### src/rtl/core/y2rgb_pkg.sv
// Shared constants, types and arithmetic helpers for the YUYV to RGB888 converter.
package y2rgb_pkg;

    localparam int PIX_W  = 8;
    localparam int N_PIX  = 2;
    localparam int N_CH   = 3;

    // channel slots
    localparam int CH_R = 0;
    localparam int CH_G = 1;
    localparam int CH_B = 2;

    localparam logic [7:0] LUMA_OFS   = 8'd16;
    localparam logic [7:0] CHROMA_OFS = 8'd128;

    // reciprocals, exact floor over the magnitudes seen here
    localparam int          RECIP_SHIFT_RNG = 24;
    localparam logic [16:0] RECIP_219       = 17'd76609;   // ceil(2^24/219)
    localparam logic [16:0] RECIP_224       = 17'd74899;   // ceil(2^24/224)
    localparam int          RECIP_SHIFT_MIX = 28;
    localparam logic [18:0] RECIP_1000      = 19'd268436;  // ceil(2^28/1000)

    // BT.601 mixing weights over 1000
    localparam logic signed [19:0] MIX_R_CR = 20'sd1402;
    localparam logic signed [19:0] MIX_G_CB = 20'sd344;
    localparam logic signed [19:0] MIX_G_CR = 20'sd714;
    localparam logic signed [19:0] MIX_B_CB = 20'sd1772;

    typedef struct packed {
        logic        neg;
        logic [15:0] mag;
    } t_scaled;

    typedef struct packed {
        logic        neg;
        logic [17:0] mag;
    } t_mix_mag;

    // sign and magnitude of 255*(x - ofs)
    function automatic t_scaled scale_255(logic [7:0] x, logic [7:0] ofs);
        logic signed [8:0]  d;
        logic signed [16:0] n;
        t_scaled            s;
        d = $signed({1'b0, x}) - $signed({1'b0, ofs});
        n = (17'(d) <<< 8) - 17'(d);
        s.neg = n[16];
        s.mag = n[16] ? 16'(-n) : n[15:0];
        return s;
    endfunction

    function automatic logic [8:0] div_219(logic [15:0] m);
        logic [32:0] p;
        p = 33'(m) * 33'(RECIP_219);
        return p[RECIP_SHIFT_RNG+8:RECIP_SHIFT_RNG];
    endfunction

    function automatic logic [7:0] div_224(logic [15:0] m);
        logic [32:0] p;
        p = 33'(m) * 33'(RECIP_224);
        return p[RECIP_SHIFT_RNG+7:RECIP_SHIFT_RNG];
    endfunction

    function automatic logic [8:0] div_1000(logic [17:0] m);
        logic [36:0] p;
        p = 37'(m) * 37'(RECIP_1000);
        return p[RECIP_SHIFT_MIX+8:RECIP_SHIFT_MIX];
    endfunction

    function automatic logic [7:0] clamp_byte(logic signed [10:0] v);
        logic [7:0] r;
        if (v[10]) begin
            r = 8'd0;
        end else if (v > 11'sd255) begin
            r = 8'd255;
        end else begin
            r = v[7:0];
        end
        return r;
    endfunction

endpackage

### src/rtl/core/yuyv_to_rgb888_pair.sv
// YUYV macropixel to two RGB888 pixels, BT.601, seven-stage pipeline.
// A taken word passes through the stage registers r1 to r7 in turn on its way to the result ports.
// Throughput: one word per clock; busy never rises, so start may be held high every cycle.
// The rate is set by the pipeline alone: each stage holds one word and nothing loops back.
// Reset (synchronous, active low) clears every stage valid bit; data registers keep garbage.
// o_strobe marks each result for exactly one cycle; the receiver cannot stall.
module yuyv_to_rgb888_pair (
    input  logic                        i_clk,
    input  logic                        i_rst_n,
    input  logic                        start,
    output logic                        busy,
    input  logic [y2rgb_pkg::PIX_W-1:0] i_luma_first,
    input  logic [y2rgb_pkg::PIX_W-1:0] i_blue_diff,
    input  logic [y2rgb_pkg::PIX_W-1:0] i_luma_second,
    input  logic [y2rgb_pkg::PIX_W-1:0] i_red_diff,
    output logic                        o_strobe,
    output logic [y2rgb_pkg::PIX_W-1:0] o_red_a,
    output logic [y2rgb_pkg::PIX_W-1:0] o_green_a,
    output logic [y2rgb_pkg::PIX_W-1:0] o_blue_a,
    output logic [y2rgb_pkg::PIX_W-1:0] o_red_b,
    output logic [y2rgb_pkg::PIX_W-1:0] o_green_b,
    output logic [y2rgb_pkg::PIX_W-1:0] o_blue_b
);
    import y2rgb_pkg::*;

    // Stage map:
    //  1  offset removal and *255, split into sign and magnitude
    //  2  /219 and /224 on magnitudes by reciprocal multiply
    //  3  sign restored: expanded luma y, chroma pb, pr
    //  4  mixing products, shared by both pixels
    //  5  mixing sums to sign and magnitude
    //  6  /1000 on magnitudes by reciprocal multiply
    //  7  add to each pixel's y, clamp to a byte

    logic                     accept;
    logic [6:0]               r_valid;

    t_scaled                  n1_y  [N_PIX];
    t_scaled                  n1_cb, n1_cr;
    t_scaled                  r1_y  [N_PIX];
    t_scaled                  r1_cb, r1_cr;

    logic [8:0]               n2_yq [N_PIX];
    logic [7:0]               n2_cbq, n2_crq;
    logic                     r2_yneg [N_PIX];
    logic [8:0]               r2_yq   [N_PIX];
    logic                     r2_cbneg, r2_crneg;
    logic [7:0]               r2_cbq, r2_crq;

    logic signed [9:0]        n3_y  [N_PIX];
    logic signed [8:0]        n3_pb, n3_pr;
    logic signed [9:0]        r3_y  [N_PIX];
    logic signed [8:0]        r3_pb, r3_pr;

    logic signed [19:0]       n4_mix [N_CH];
    logic signed [9:0]        r4_y   [N_PIX];
    logic signed [19:0]       r4_mix [N_CH];

    t_mix_mag                 n5_mix [N_CH];
    logic signed [9:0]        r5_y   [N_PIX];
    t_mix_mag                 r5_mix [N_CH];

    logic [8:0]               n6_q   [N_CH];
    logic signed [9:0]        r6_y   [N_PIX];
    logic                     r6_neg [N_CH];
    logic [8:0]               r6_q   [N_CH];

    logic signed [10:0]       n7_sum [N_PIX][N_CH];
    logic [PIX_W-1:0]         r7_rgb [N_PIX][N_CH];

    // no stage ever holds off, so a word is taken whenever start is high
    assign busy   = 1'b0;
    assign accept = start && !busy;

    always_ff @(posedge i_clk) begin
        if (!i_rst_n) begin
            r_valid <= '0;
        end else begin
            r_valid <= {r_valid[5:0], accept};
        end
    end

    // stage 1
    always_comb begin
        n1_y[0] = scale_255(i_luma_first, LUMA_OFS);
        n1_y[1] = scale_255(i_luma_second, LUMA_OFS);
        n1_cb   = scale_255(i_blue_diff, CHROMA_OFS);
        n1_cr   = scale_255(i_red_diff, CHROMA_OFS);
    end

    always_ff @(posedge i_clk) begin
        r1_y  <= n1_y;
        r1_cb <= n1_cb;
        r1_cr <= n1_cr;
    end

    // stage 2
    always_comb begin
        for (int p = 0; p < N_PIX; p++) begin
            n2_yq[p] = div_219(r1_y[p].mag);
        end
        n2_cbq = div_224(r1_cb.mag);
        n2_crq = div_224(r1_cr.mag);
    end

    always_ff @(posedge i_clk) begin
        for (int p = 0; p < N_PIX; p++) begin
            r2_yneg[p] <= r1_y[p].neg;
            r2_yq[p]   <= n2_yq[p];
        end
        r2_cbneg <= r1_cb.neg;
        r2_crneg <= r1_cr.neg;
        r2_cbq   <= n2_cbq;
        r2_crq   <= n2_crq;
    end

    // stage 3: truncation toward zero falls out of dividing the magnitude
    always_comb begin
        for (int p = 0; p < N_PIX; p++) begin
            n3_y[p] = r2_yneg[p] ? 10'(0) - 10'(r2_yq[p]) : 10'(r2_yq[p]);
        end
        n3_pb = r2_cbneg ? 9'(0) - 9'(r2_cbq) : 9'(r2_cbq);
        n3_pr = r2_crneg ? 9'(0) - 9'(r2_crq) : 9'(r2_crq);
    end

    always_ff @(posedge i_clk) begin
        r3_y  <= n3_y;
        r3_pb <= n3_pb;
        r3_pr <= n3_pr;
    end

    // stage 4
    always_comb begin
        n4_mix[CH_R] = 20'(r3_pr) * MIX_R_CR;
        n4_mix[CH_G] = -(20'(r3_pb) * MIX_G_CB) - 20'(r3_pr) * MIX_G_CR;
        n4_mix[CH_B] = 20'(r3_pb) * MIX_B_CB;
    end

    always_ff @(posedge i_clk) begin
        r4_y   <= r3_y;
        r4_mix <= n4_mix;
    end

    // stage 5
    always_comb begin
        for (int c = 0; c < N_CH; c++) begin
            n5_mix[c].neg = r4_mix[c][19];
            n5_mix[c].mag = r4_mix[c][19] ? 18'(-r4_mix[c]) : r4_mix[c][17:0];
        end
    end

    always_ff @(posedge i_clk) begin
        r5_y   <= r4_y;
        r5_mix <= n5_mix;
    end

    // stage 6
    always_comb begin
        for (int c = 0; c < N_CH; c++) begin
            n6_q[c] = div_1000(r5_mix[c].mag);
        end
    end

    always_ff @(posedge i_clk) begin
        r6_y <= r5_y;
        for (int c = 0; c < N_CH; c++) begin
            r6_neg[c] <= r5_mix[c].neg;
            r6_q[c]   <= n6_q[c];
        end
    end

    // stage 7
    always_comb begin
        for (int p = 0; p < N_PIX; p++) begin
            for (int c = 0; c < N_CH; c++) begin
                n7_sum[p][c] = 11'(r6_y[p])
                             + (r6_neg[c] ? 11'(0) - 11'(r6_q[c]) : 11'(r6_q[c]));
            end
        end
    end

    always_ff @(posedge i_clk) begin
        for (int p = 0; p < N_PIX; p++) begin
            for (int c = 0; c < N_CH; c++) begin
                r7_rgb[p][c] <= clamp_byte(n7_sum[p][c]);
            end
        end
    end

    assign o_strobe  = r_valid[6];
    assign o_red_a   = r7_rgb[0][CH_R];
    assign o_green_a = r7_rgb[0][CH_G];
    assign o_blue_a  = r7_rgb[0][CH_B];
    assign o_red_b   = r7_rgb[1][CH_R];
    assign o_green_b = r7_rgb[1][CH_G];
    assign o_blue_b  = r7_rgb[1][CH_B];

    // every accepted word surfaces with o_strobe once it has passed through all stages
    a_word_out: assert property (@(posedge i_clk) disable iff (!i_rst_n)
        accept |-> ##7 o_strobe)
        else $error("accepted word did not reach the result ports");

    // equal lumas must give equal pixels: catches lanes crossed or misaligned
    a_lane_match: assert property (@(posedge i_clk) disable iff (!i_rst_n)
        accept && (i_luma_first == i_luma_second) |-> ##7
        (o_red_a == o_red_b) && (o_green_a == o_green_b) && (o_blue_a == o_blue_b))
        else $error("pixel lanes disagree for equal luma");

    // neutral chroma must give a grey pixel
    a_grey: assert property (@(posedge i_clk) disable iff (!i_rst_n)
        accept && (i_blue_diff == CHROMA_OFS) && (i_red_diff == CHROMA_OFS) |-> ##7
        (o_red_a == o_green_a) && (o_green_a == o_blue_a))
        else $error("neutral chroma produced a colored pixel");

endmodule
### config.mk
export PLATFORM = sky130hd
export DESIGN_NAME = yuyv_to_rgb888_pair
export DESIGN_NICKNAME = d
export VERILOG_FILES = /design/src/rtl/core/y2rgb_pkg.sv /design/src/rtl/core/yuyv_to_rgb888_pair.sv
export SDC_FILE = /design/constraint.sdc
export NUM_CORES = 2
export LEC_CHECK = 0
export BUFFER_PORTS_ARGS = -buffer_cell sky130_fd_sc_hd__buf_4
export CAP_MARGIN = 20
export CORE_MARGIN = 3
export CORE_UTILIZATION = 39
export DETAILED_ROUTE_END_ITERATION = 8
export PLACE_DENSITY_LB_ADDON = 0.05
export SYNTH_ARGS = -nofsm -noshare
export SYNTH_HDL_FRONTEND = slang
export SYNTH_SLANG_ARGS = --single-unit
### constraint.sdc
create_clock -name i_clk -period 7.99 [get_ports i_clk]
set_clock_uncertainty 0.15 [all_clocks]
set_input_delay 1.1985 -clock i_clk [delete_from_list [all_inputs] [get_ports i_clk]]
set_output_delay 1.1985 -clock i_clk [all_outputs]
set_load 0.02 [all_outputs]
==> impl_metrics.yaml <==
global_routing:
  grt_pass1_wl_mm: 160
  grt_pass1_vias: 31760
  grt_max_degree: 19
  grt_overflow: 0
  antenna_found_initial: 4
  grt_use_total_pct: 16.0
timing:
  hold_violations: 0
  clock.fmax_ghz: 0.166
  timing.final.crit_share_pct: 75.2
  period_needed_ns: 6.01
  slew_headroom_pct: 44.1
  finalWorstSetupSlack_ns: 1.98
  tns_ns: 0
  rsz0062_at_grt: "false"
  maxSlewViolCount: 0
  setup_violations: 0
  worst_pin_slew_ns: 0.839
logic_synthesis:
  synthTopCellsByArea: "ha_1 (33%), fa_1 (18%), dfxtp_1 (17%)"
  synth_cell_types: 87
  yosysSeqAreaShare_pct: 17.2
  synth_edf_count: 0
  synthFlopType: "dfxtp_1"
  ys_async_sr_fraction_pct: 0
  syn_avg_cell_area_um2: 9.80
  synth_area_mm2: 0.0456
  synth.net_count: 6306
  ys_ff_latch: 393
  synthCells: 4655
  yosysWarnings: 0
  yosysMostFrequentCell: "ha_1"
  synth_top_area_share_pct: 33.0
  synth_top_area_cell: "ha_1"
  synth_commonest_cells: "ha_1 (1204), inv_1 (953), fa_1 (412)"
place:
  dp_slack_ns: 1.99
  hpwl_mm: 81.2
  dpl_cell_area_mm2: 0.0480
  routabilityCongestion: 0.808
  port_buffers: 83
worst_setup_path:
  max_stage_delay_ns: 0.57
  crit_fanout: 6
  end_kind: "register"
  arrival_ns: 6.37
  critPathLaunchType: "register"
  cp.required_ns: 8.35
  critPathSlowestCell: "fa_1"
  worstPathCellList: "ha_1 > ha_1 > fa_1 > fa_1 > fa_1 > ha_1 > nor2b_1 > o31a_1 > a21o_1 > ha_1 > ha_1 > and3_1 > a21oi_1 > a21boi_0 > nand3_1 > and3_1 > a311oi_1 > xnor2_1"
  crit_type: "register to register"
  cp_common_cell: "ha_1"
cells_and_area:
  final_nets: 6420
  insertedDiodeCount: 0
  drive_above_1_share_pct: 4.37
  fin_area_mm2: 0.0498
  area.growth.synth_to_final_pct: 9.13
  register_area_mm2: 0.00787
  fillers: 11300
  multiInputGateArea_mm2: 0.0341
die:
  start_util_pct: 39.6
  rows: 124
  fp.dieW_um: 348
  io_pins: 85
  die_h_um: 348
  fp.dieArea_mm2: 0.121
  core-area_mm2: 0.115
cts:
  insertion_delay_ns: 0.62
  cts_max_level: 2
  cts.clk_slew.worst_paths_ns: 0.06
  cts_buffer_depth: 3
  hold_buffers: 0
  cts_buffers: 50
  clock-root-buffer: "clkbuf_16"
  cts_resized: 0
  cts_num_sinks: 393
  cts_tree: "done"
  post_cts_buffers: 0
drt:
  wl_met1_mm: 46.1
  drt.antenna.violating_nets: 0
  met3_length_mm: 2.44
  drt_iter0_markers: 1004
  wirelength_mm: 93.6
  routedWlPerCell_um: 14.8
  via_per_inst: 4.78
  top_layer: "met5"
  vias: 30223
  wl_met2_mm: 43.5
  first_pass_iters: 5
  drcViolationCount: 0
flow_run:
  drv_cap: 0
worst_hold_path:
  min_path_type: "register to register"
outcome:
  run_status: "completed"
[layout by cell type (no fill, tap or decap), types with 20 or more instances in the layout]
master,count
dfxtp_1,393
o21ai_0,139
nand3_1,50
nor2_1,132
a21o_1,74
o21bai_1,22
nor3_1,59
inv_1,953
xnor2_1,263
o31ai_1,50
a211oi_1,22
or3_1,29
o21a_1,34
buf_4,84
nor2b_1,36
clkbuf_16,50
and3_1,23
nand2_1,173
nand4_1,23
xor2_1,79
a21oi_1,176
fa_1,412
nand2b_1,40
ha_1,1204
a31oi_1,20
[stage by stage]
step | cells | hold slack, ns | utilization, %
2_1_floorplan | 4655 | 0.160 | -
3_3_place_gp | 6229 | 0.160 | 41.7
3_5_place_dp | 6229 | 0.162 | 41.7
4_1_cts | 6319 | 0.172 | 43.2
5_1_grt | 6319 | 0.176 | 43.2
6_report | 6319 | 0.170 | 43.2
[state kept, by name, summed over array words and instances, names as in the netlist, 20 cells and up]
| register | count |
|---|---|
| r4_mix | 49 |
| r3_y | 20 |
| r7_rgb | 48 |
| r5_y | 20 |
| r6_q | 27 |
| r5_mix | 52 |
| r1_y | 34 |
| r6_y | 20 |
| r4_y | 20 |
[cell families after synthesis]
logic type | synth area share [%]
fa+ha+maj | 51.1
buf+inv | 8.03
compound gates | 9.55
simple gates | 7.29
flops | 17.2
xor+xnor | 6.60
mux | 0.159
other cells | 0.00822
[routing by layer]
metal  GRT usage, %  vias to the layer above
li1               -                    15803
met5              0                        -
met2           27.5                      269
met4           2.99                        2
met1           21.9                    14061
met3           1.95                       88
[area by class of cell]
| cell class | count | share of cell area (%) |
|---|---|---|
| timing repair buffer | 84 | 1.27 |
| multi-input combinational | 3287 | 68.5 |
| sequential | 393 | 15.8 |
| clock buffer | 60 | 2.71 |
| inverter | 953 | 7.19 |
| tap | 1512 | 3.80 |
| clock inverter | 30 | 0.762 |
[worst paths after layout]
| check | from | endpoint | slack (ns) | cells after the start |
|---|---|---|---|---|
| setup / recovery | r3_pr[2] | n5_mix[37] | 1.98 | 18 |
| hold / removal | r5_y[13] | r6_y[13] | 0.17 | 0 |
| setup reg to reg | r3_pr[2] | n5_mix[37] | 1.98 | 18 |
| hold reg to reg | r5_y[13] | r6_y[13] | 0.17 | 0 |
[critical path: cells and delay by family (launching register included)]
kind            cells  cell delay (ns)
flops               1             0.52
xor+xnor            1             0.11
compound gates      5             1.28
fa+ha+maj           8             3.17
simple gates        4             0.67
Power is not shown: default switching activity piles up to over one toggle a cycle in this logic, so the estimate is an artifact.
